$ cat src/rtl/spc_pkg.sv
package spc_pkg;

    // Pixel and result field widths
    localparam int CHAN_W  = 8;
    localparam int LEVEL_W = 2;
    localparam int MASK_W  = 8;

    // Configuration port
    localparam int CFG_IDX_W  = 3;
    localparam int CFG_DATA_W = 19;
    localparam int OFFSET_W   = 19;
    localparam int LUMA_REF_W = 8;

    typedef enum logic [CFG_IDX_W-1:0] {
        REG_UPPER_LINE1 = 3'd0,
        REG_UPPER_LINE2 = 3'd1,
        REG_LOWER_LINE1 = 3'd2,
        REG_LOWER_LINE2 = 3'd3,
        REG_LUMA_REF    = 3'd4
    } cfg_reg_t;

    // Slopes are Q8, range -4096..4095
    localparam int SLOPE_W            = 13;
    localparam int UP_SLOPE1_DEFAULT  = 256;
    localparam int UP_SLOPE2_DEFAULT  = 256;
    localparam int DOWN_SLOPE1_DEFAULT = 256;
    localparam int DOWN_SLOPE2_DEFAULT = 256;

    // Colour conversion, coefficients in Q16
    localparam int SUM_W = 24;
    localparam int Q8_W  = 16;
    localparam logic [SUM_W-1:0] KY_B  = 24'd7471;
    localparam logic [SUM_W-1:0] KY_G  = 24'd38470;
    localparam logic [SUM_W-1:0] KY_R  = 24'd19595;
    localparam logic [SUM_W-1:0] KCR_B = 24'd5328;
    localparam logic [SUM_W-1:0] KCR_G = 24'd27440;
    localparam logic [SUM_W-1:0] KCR_R = 24'd32768;
    localparam logic [SUM_W-1:0] KCB_B = 24'd32768;
    localparam logic [SUM_W-1:0] KCB_G = 24'd21712;
    localparam logic [SUM_W-1:0] KCB_R = 24'd11056;
    localparam logic [SUM_W-1:0] CHROMA_OFS = 24'd8388608;
    localparam logic [SUM_W:0]   ROUND_HALF = 25'd128;

    // Line values in Q16
    localparam int LINE_W = 32;

    // Luma tolerance, 15.0 in Q8.8
    localparam int LUMA_D_W = 18;
    localparam logic signed [LUMA_D_W-1:0] LUMA_TOL = 18'sd3840;

    localparam logic [LEVEL_W-1:0] LEVEL_NONE = 2'd0;
    localparam logic [LEVEL_W-1:0] LEVEL_FAR  = 2'd1;
    localparam logic [LEVEL_W-1:0] LEVEL_NEAR = 2'd2;

    localparam logic [MASK_W-1:0] MASK_ON  = 8'hFF;
    localparam logic [MASK_W-1:0] MASK_OFF = 8'h00;

endpackage

$ cat src/rtl/skin_pixel_classifier.sv
// Channel   Direction  Handshake           Payload
// s_axis    in         s_tvalid/s_tready   blue, green, red (24-bit tdata)
// m_axis    out        m_tvalid/m_tready   skin_level, mask_byte (16-bit tdata)
// cfg       in         cfg_wen             cfg_index, cfg_wdata
//
// One pixel a cycle while the output is not stalled (four register stages:
// colour sums, Q8.8 rounding, line values and luma distance, classification).
// Each stage holds only while its successor is full and stalled, so bubbles
// are squeezed out and an input is taken while a result waits at the output.
// rst_n clears valid bits and configuration registers at once.
module skin_pixel_classifier #(
    parameter int UP_SLOPE1_Q8   = spc_pkg::UP_SLOPE1_DEFAULT,
    parameter int UP_SLOPE2_Q8   = spc_pkg::UP_SLOPE2_DEFAULT,
    parameter int DOWN_SLOPE1_Q8 = spc_pkg::DOWN_SLOPE1_DEFAULT,
    parameter int DOWN_SLOPE2_Q8 = spc_pkg::DOWN_SLOPE2_DEFAULT
) (
    input  logic                             clk,
    input  logic                             rst_n,
    input  logic                             s_tvalid,
    output logic                             s_tready,
    input  logic [23:0]                      s_tdata,   // blue, green, red
    output logic                             m_tvalid,
    input  logic                             m_tready,
    output logic [15:0]                      m_tdata,   // skin_level, mask_byte, zero pad
    input  logic                             cfg_wen,
    input  logic [spc_pkg::CFG_IDX_W-1:0]    cfg_index,
    input  logic [spc_pkg::CFG_DATA_W-1:0]   cfg_wdata
);

    localparam int SW = spc_pkg::SLOPE_W;
    localparam int LW = spc_pkg::LINE_W;
    localparam int SUMW = spc_pkg::SUM_W;
    localparam int QW = spc_pkg::Q8_W;
    localparam int DW = spc_pkg::LUMA_D_W;

    localparam logic signed [SW-1:0] SLOPE_U1 = SW'(UP_SLOPE1_Q8);
    localparam logic signed [SW-1:0] SLOPE_U2 = SW'(UP_SLOPE2_Q8);
    localparam logic signed [SW-1:0] SLOPE_D1 = SW'(DOWN_SLOPE1_Q8);
    localparam logic signed [SW-1:0] SLOPE_D2 = SW'(DOWN_SLOPE2_Q8);

    // configuration
    logic signed [spc_pkg::OFFSET_W-1:0] up1_ofs_reg, up2_ofs_reg;
    logic signed [spc_pkg::OFFSET_W-1:0] dn1_ofs_reg, dn2_ofs_reg;
    logic [spc_pkg::LUMA_REF_W-1:0]      luma_ref_reg;

    always_ff @(posedge clk or negedge rst_n)
    begin
        if (!rst_n)
        begin
            up1_ofs_reg  <= '0;
            up2_ofs_reg  <= '0;
            dn1_ofs_reg  <= '0;
            dn2_ofs_reg  <= '0;
            luma_ref_reg <= '0;
        end
        else if (cfg_wen)
        begin
            unique case (cfg_index)
                spc_pkg::REG_UPPER_LINE1: up1_ofs_reg  <= $signed(cfg_wdata);
                spc_pkg::REG_UPPER_LINE2: up2_ofs_reg  <= $signed(cfg_wdata);
                spc_pkg::REG_LOWER_LINE1: dn1_ofs_reg  <= $signed(cfg_wdata);
                spc_pkg::REG_LOWER_LINE2: dn2_ofs_reg  <= $signed(cfg_wdata);
                spc_pkg::REG_LUMA_REF:    luma_ref_reg <= cfg_wdata[spc_pkg::LUMA_REF_W-1:0];
                default: ;
            endcase
        end
    end

    // stage flow control
    logic v1_reg, v2_reg, v3_reg, v4_reg;
    logic en1, en2, en3, en4;

    assign en4 = !v4_reg || m_tready;
    assign en3 = !v3_reg || en4;
    assign en2 = !v2_reg || en3;
    assign en1 = !v1_reg || en2;
    assign s_tready = en1;

    always_ff @(posedge clk or negedge rst_n)
    begin
        if (!rst_n)
        begin
            v1_reg <= 1'b0;
            v2_reg <= 1'b0;
            v3_reg <= 1'b0;
            v4_reg <= 1'b0;
        end
        else
        begin
            if (en1) v1_reg <= s_tvalid;
            if (en2) v2_reg <= v1_reg;
            if (en3) v3_reg <= v2_reg;
            if (en4) v4_reg <= v3_reg;
        end
    end

    // stage 1: weighted colour sums in Q16
    logic [spc_pkg::CHAN_W-1:0] blue, green, red;
    logic [SUMW-1:0] y_sum_next, cr_sum_next, cb_sum_next;
    logic [SUMW-1:0] y_sum_reg, cr_sum_reg, cb_sum_reg;

    assign blue  = s_tdata[7:0];
    assign green = s_tdata[15:8];
    assign red   = s_tdata[23:16];

    // intermediate terms may wrap; every final sum lies within 0..2^24-1
    always_comb
    begin
        y_sum_next  = spc_pkg::KY_B * SUMW'(blue) + spc_pkg::KY_G * SUMW'(green)
                    + spc_pkg::KY_R * SUMW'(red);
        cr_sum_next = spc_pkg::CHROMA_OFS - spc_pkg::KCR_B * SUMW'(blue)
                    - spc_pkg::KCR_G * SUMW'(green) + spc_pkg::KCR_R * SUMW'(red);
        cb_sum_next = spc_pkg::CHROMA_OFS + spc_pkg::KCB_B * SUMW'(blue)
                    - spc_pkg::KCB_G * SUMW'(green) - spc_pkg::KCB_R * SUMW'(red);
    end

    always_ff @(posedge clk)
    begin
        if (en1)
        begin
            y_sum_reg  <= y_sum_next;
            cr_sum_reg <= cr_sum_next;
            cb_sum_reg <= cb_sum_next;
        end
    end

    // stage 2: round to nearest Q8.8
    logic [SUMW:0] y_rnd, cr_rnd, cb_rnd;
    logic [QW-1:0] y_q8_reg, cr_q8_reg, cb_q8_reg;

    assign y_rnd  = {1'b0, y_sum_reg}  + spc_pkg::ROUND_HALF;
    assign cr_rnd = {1'b0, cr_sum_reg} + spc_pkg::ROUND_HALF;
    assign cb_rnd = {1'b0, cb_sum_reg} + spc_pkg::ROUND_HALF;

    always_ff @(posedge clk)
    begin
        if (en2)
        begin
            y_q8_reg  <= y_rnd[SUMW-1:8];
            cr_q8_reg <= cr_rnd[SUMW-1:8];
            cb_q8_reg <= cb_rnd[SUMW-1:8];
        end
    end

    // stage 3: line values in Q16 and signed luma distance
    logic signed [LW-1:0] cb_s, cr_q16_next;
    logic signed [LW-1:0] up1_next, up2_next, dn1_next, dn2_next;
    logic signed [DW-1:0] luma_d;
    logic                 near_next;
    logic signed [LW-1:0] up1_reg, up2_reg, dn1_reg, dn2_reg, cr_q16_reg;
    logic                 near_reg;

    always_comb
    begin
        cb_s        = LW'($signed({1'b0, cb_q8_reg}));
        cr_q16_next = LW'($signed({1'b0, cr_q8_reg, 8'b0}));
        up1_next    = LW'(SLOPE_U1) * cb_s + (LW'(up1_ofs_reg) <<< 8);
        up2_next    = LW'(SLOPE_U2) * cb_s + (LW'(up2_ofs_reg) <<< 8);
        dn1_next    = LW'(SLOPE_D1) * cb_s + (LW'(dn1_ofs_reg) <<< 8);
        dn2_next    = LW'(SLOPE_D2) * cb_s + (LW'(dn2_ofs_reg) <<< 8);
        luma_d      = $signed({2'b0, y_q8_reg}) - $signed({2'b0, luma_ref_reg, 8'b0});
        near_next   = (luma_d > -spc_pkg::LUMA_TOL) && (luma_d < spc_pkg::LUMA_TOL);
    end

    always_ff @(posedge clk)
    begin
        if (en3)
        begin
            up1_reg    <= up1_next;
            up2_reg    <= up2_next;
            dn1_reg    <= dn1_next;
            dn2_reg    <= dn2_next;
            cr_q16_reg <= cr_q16_next;
            near_reg   <= near_next;
        end
    end

    // stage 4: strict tests against all four lines
    logic                        skin;
    logic [spc_pkg::LEVEL_W-1:0] level_next, level_reg;

    always_comb
    begin
        skin = (up1_reg < cr_q16_reg) && (up2_reg < cr_q16_reg)
            && (dn1_reg > cr_q16_reg) && (dn2_reg > cr_q16_reg);
        if (!skin)
            level_next = spc_pkg::LEVEL_NONE;
        else if (near_reg)
            level_next = spc_pkg::LEVEL_NEAR;
        else
            level_next = spc_pkg::LEVEL_FAR;
    end

    always_ff @(posedge clk)
    begin
        if (en4)
            level_reg <= level_next;
    end

    assign m_tvalid = v4_reg;
    assign m_tdata  = {6'b0,
                       (level_reg == spc_pkg::LEVEL_NEAR) ? spc_pkg::MASK_ON : spc_pkg::MASK_OFF,
                       level_reg};

endmodule

$ cat config.mk
export PLATFORM = sky130hd
export DESIGN_NAME = skin_pixel_classifier
export DESIGN_NICKNAME = d
export VERILOG_FILES = /design/src/rtl/spc_pkg.sv /design/src/rtl/skin_pixel_classifier.sv
export SDC_FILE = /design/constraint.sdc
export NUM_CORES = 1
export LEC_CHECK = 0
export BUFFER_PORTS_ARGS = -buffer_cell sky130_fd_sc_hd__buf_2
export CAP_MARGIN = 0
export CORE_ASPECT_RATIO = 1.1
export CORE_MARGIN = 2
export CORE_UTILIZATION = 45
export CTS_CLUSTER_SIZE = 28
export DETAILED_ROUTE_END_ITERATION = 10
export HOLD_SLACK_MARGIN = 0.03
export MAX_ROUTING_LAYER = met4
export PLACE_DENSITY = 0.64
export SYNTH_ARGS = -nofsm -noshare
export SYNTH_HDL_FRONTEND = slang
export SYNTH_SLANG_ARGS = --single-unit
$ cat constraint.sdc
create_clock -name clk -period 5 [get_ports clk]
set_input_delay 0.5 -clock clk [delete_from_list [all_inputs] [get_ports clk]]
set_output_delay 0.5 -clock clk [all_outputs]
set_load 0.02 [all_outputs]
==> results.md <==
* Initial antenna violation count at 0
* Register Area at 8150 µm²
* DRC viols at 0
* Ports at 69
* Clk buf depth at 3
* Root Buffer: clkbuf_16
* Worst path required time at 5300 ps
* Main synth FF type: edfxtp_1
* DR vias at 20,700
* Util after Layout at 56.7%
* Hold crit path type: input port to register
* Area Overhead vs Synth at 25.3%
* Final Non-Filler Cells at about 4,000
* HPWL after DPL at 62.4 mm
* Ant diodes at 0
* Mux contribution to synthesized area at 3.00%
* Compound-Gate Fraction of Synth Area at 9.46%
* Adder-Cell Fraction of Synth Area at between 30% and 40%
* MaxCap Viol Count at 0
* Final wirelength at 73.5 mm
* First-pass GRT wire length at 116 mm
* Fmax at 0.161 GHz
* Wirelength per Cell at approximately 18 µm
* Buffers on Ports at 62
* RSZ-0062 raised after global routing: yes
* Setup WS pre-CTS at -1980 ps
* PnR worst setup slack at -1220 ps
* CORE AREA at 62,100 µm²
* Post-synthesis cell type count at 74
* Worst path slowest cell: fa_2
* Starting DRT DRC Count at 792
* Met3 Wirelength at 1.38 mm
* Fin area at ~35,000 µm²
* Largest stage delay, worst path at roughly 560 ps
* H-tree Lvls at 1
* Num rows at 96
* Die Wd at 242 µm
* Vias per cell at 5.16
* Register area share after synthesis at 29.0%
* Initial core utilization at 45.3%
* Die height at 266 µm
* Most used cell, CP: fa_1
* Largest net degree at the start of global routing at 62
* Clock skew at 14.2 ps
* Failing checks: negative setup slack
* Die area at 64,500 µm²
* Post-route ant nets at 0
* Clk_lat worst skew at 550 ps
* Crit path launch type: input port
* DRT Pass-1 Iters at 5
* Syn avg cell area at around 11 µm²
* FF+latch count, synth at 286
* Fillers at between 5,000 and 6,000
* Worst setup path category: input port to register
* CP Capture Type: register
* Async S/R FF share, synth at a little under a third
* Worst slew margin at 20.7%
* Vias in the first global route at 22,400
* Min Tclk post-route at 6220 ps
* Netlist Area Pre-Place at approximately 28,000 µm²
* Least-Margin Pin Slew at 1190 ps
* Final setup violation count at 28
* Synthesized-area fraction occupied by xor and xnor cells at 6.26%
* Number of synthesized flops with an enable pin at approximately 200
* Post-Synthesis Cells at about 2,700
* Clock tree from TritonCTS: built
* Dpl cells at 3,920
* Largest family of logic cells by synthesized area: adder cells
* Warnings, synthesis at 0
* Clock Sinks at 286
* Gpl congestion at 0.971
* All-Layer GR Usage at between 20% and 30%
* Multi-input logic area at 19,800 µm²
* Fin. Hold Viols at 0
* CP Max Fanout at 4
* Final Net Count at 3,907
* Max-slew violation count at 0
* CTS buffer count at 27
* Routed wl met2 at between 30 and 40 mm
* Fraction of layout cells with a size suffix above 1 at 26.9%
* Period utilisation layout at 124%
* Grt total ovfl at 0
* CP Data Arrival Time at 6520 ps
* Wl on met1 at 30.5 mm
* Highest metal used: met4
* Clock slew at reported path FFs at approximately 60 ps
* Placement Cell Area at 32,900 µm²
* Status: complete, but fails checks
* Simple-gate share of the synthesized area at under 10%
==> logic make-up after synthesis <==
kind of cell,count (synthesis)
xor+xnor,201
buf+inv,467
compound gates,399
other cells,1
mux,75
fa+ha+maj,706
simple gates,518
flops,286
==> worst max-delay path, delay by kind of cell <==
| family | cells | cell delay, ps |
|---|---|---|
| buffers and inverters | 6 | 430 |
| xor gates and xnor gates | 2 | 290 |
| adders and majority gates | 9 | 3510 |
| AOI/OAI and AO/OA | 6 | 780 |
| and+or+nand+nor | 7 | 1000 |
==> routing by layer <==
metal | GRT usage (%) | up-vias
met1 | 26.9 | 10100
met5 | - | -
met2 | 43.8 | 282
li1 | - | 10100
met3 | 1.27 | 133
met4 | 8.61 | 0
==> what timing repair did <==
item                                    4_1_cts  5_1_grt
buffers inserted                             31       14
hold buffers                                  1        0
pin swaps                                   104       79
endpoints found under the setup margin       29       33
resized for setup                           133      104
hold endpoints to repair                     40        0
cloned                                        0        0
==> stage by stage <==
stage	hold WS [ps]	setup TNS (ps)
floorplan	204	-16320
global placement	401	-41250
detailed placement	405	-42880
CTS	150	-18110
global route	155	-23740
finish	164	-18870
==> final timing paths <==
check	from	slack [ps]	depth (start not counted)	to
max	s_tdata[14]	-1220	30	y_sum_reg[23]$_DFFE_PP_
min	s_tvalid	160	2	v1_reg$_DFFE_PN0P_
max reg2reg	cb_q8_reg[1]$_DFFE_PP_	1620	11	up1_reg[26]$_DFFE_PP_
min reg2reg	cr_q8_reg[13]$_DFFE_PP_	420	0	cr_q16_reg[21]$_DFFE_PP_
max in group asynchronous	rst_n	3390	3	v3_reg$_DFFE_PN0P_
min in group asynchronous	rst_n	500	2	dn2_ofs_reg[18]$_DFFE_PN0P_
==> placed cells by master (no fill, tap or decap), drive strengths merged, types with 19 or more instances in the layout <==
cell,netlist,final
nor2,137,137
nor2b,36,36
inv,443,447
nand4,19,19
nor3,56,56
o21ai,64,64
clkbuf,11,41
edfxtp,198,198
fa,200,200
a21o,69,69
mux2,74,74
o21a,44,44
ha,506,506
xor2,58,58
xnor2,143,143
a21oi,117,117
nand3,56,56
nand2,105,105
and3,27,27
dfrtp,88,88
buf,13,485
==> cells in the mapped netlist, drive strengths merged, types with 14 or more instances <==
cell type  number  area, µm²
nand4          19        119
o21a           44        330
a21oi         117        604
o21bai         14        105
edfxtp        198       5950
nand3          56        285
nand2b         15       93.8
inv           443       1660
or3            14       87.6
fa            200       4000
nor3           56        280
nor2b          36        225
mux2           74        833
xnor2         143       1250
a31oi          14        100
a21o           69        518
ha            506       6330
o21ai          64        320
dfrtp          88       2200
nor2          137        514
xor2           58        508
nand2         105        394
and3           27        174
==> area by class of cell <==
| class | count | area share [%] |
|---|---|---|
| multi-input cells | 1905 | 56.1 |
| flip-flops and latches | 286 | 23.1 |
| repair buffers | 487 | 10.5 |
| inverters | 443 | 4.77 |
| well taps | 833 | 2.96 |
| clock buffers | 40 | 2.26 |
| clock inverters | 10 | 0.256 |
Power is not shown: default switching activity piles up to over one toggle a cycle in this logic, so the estimate is an artifact.
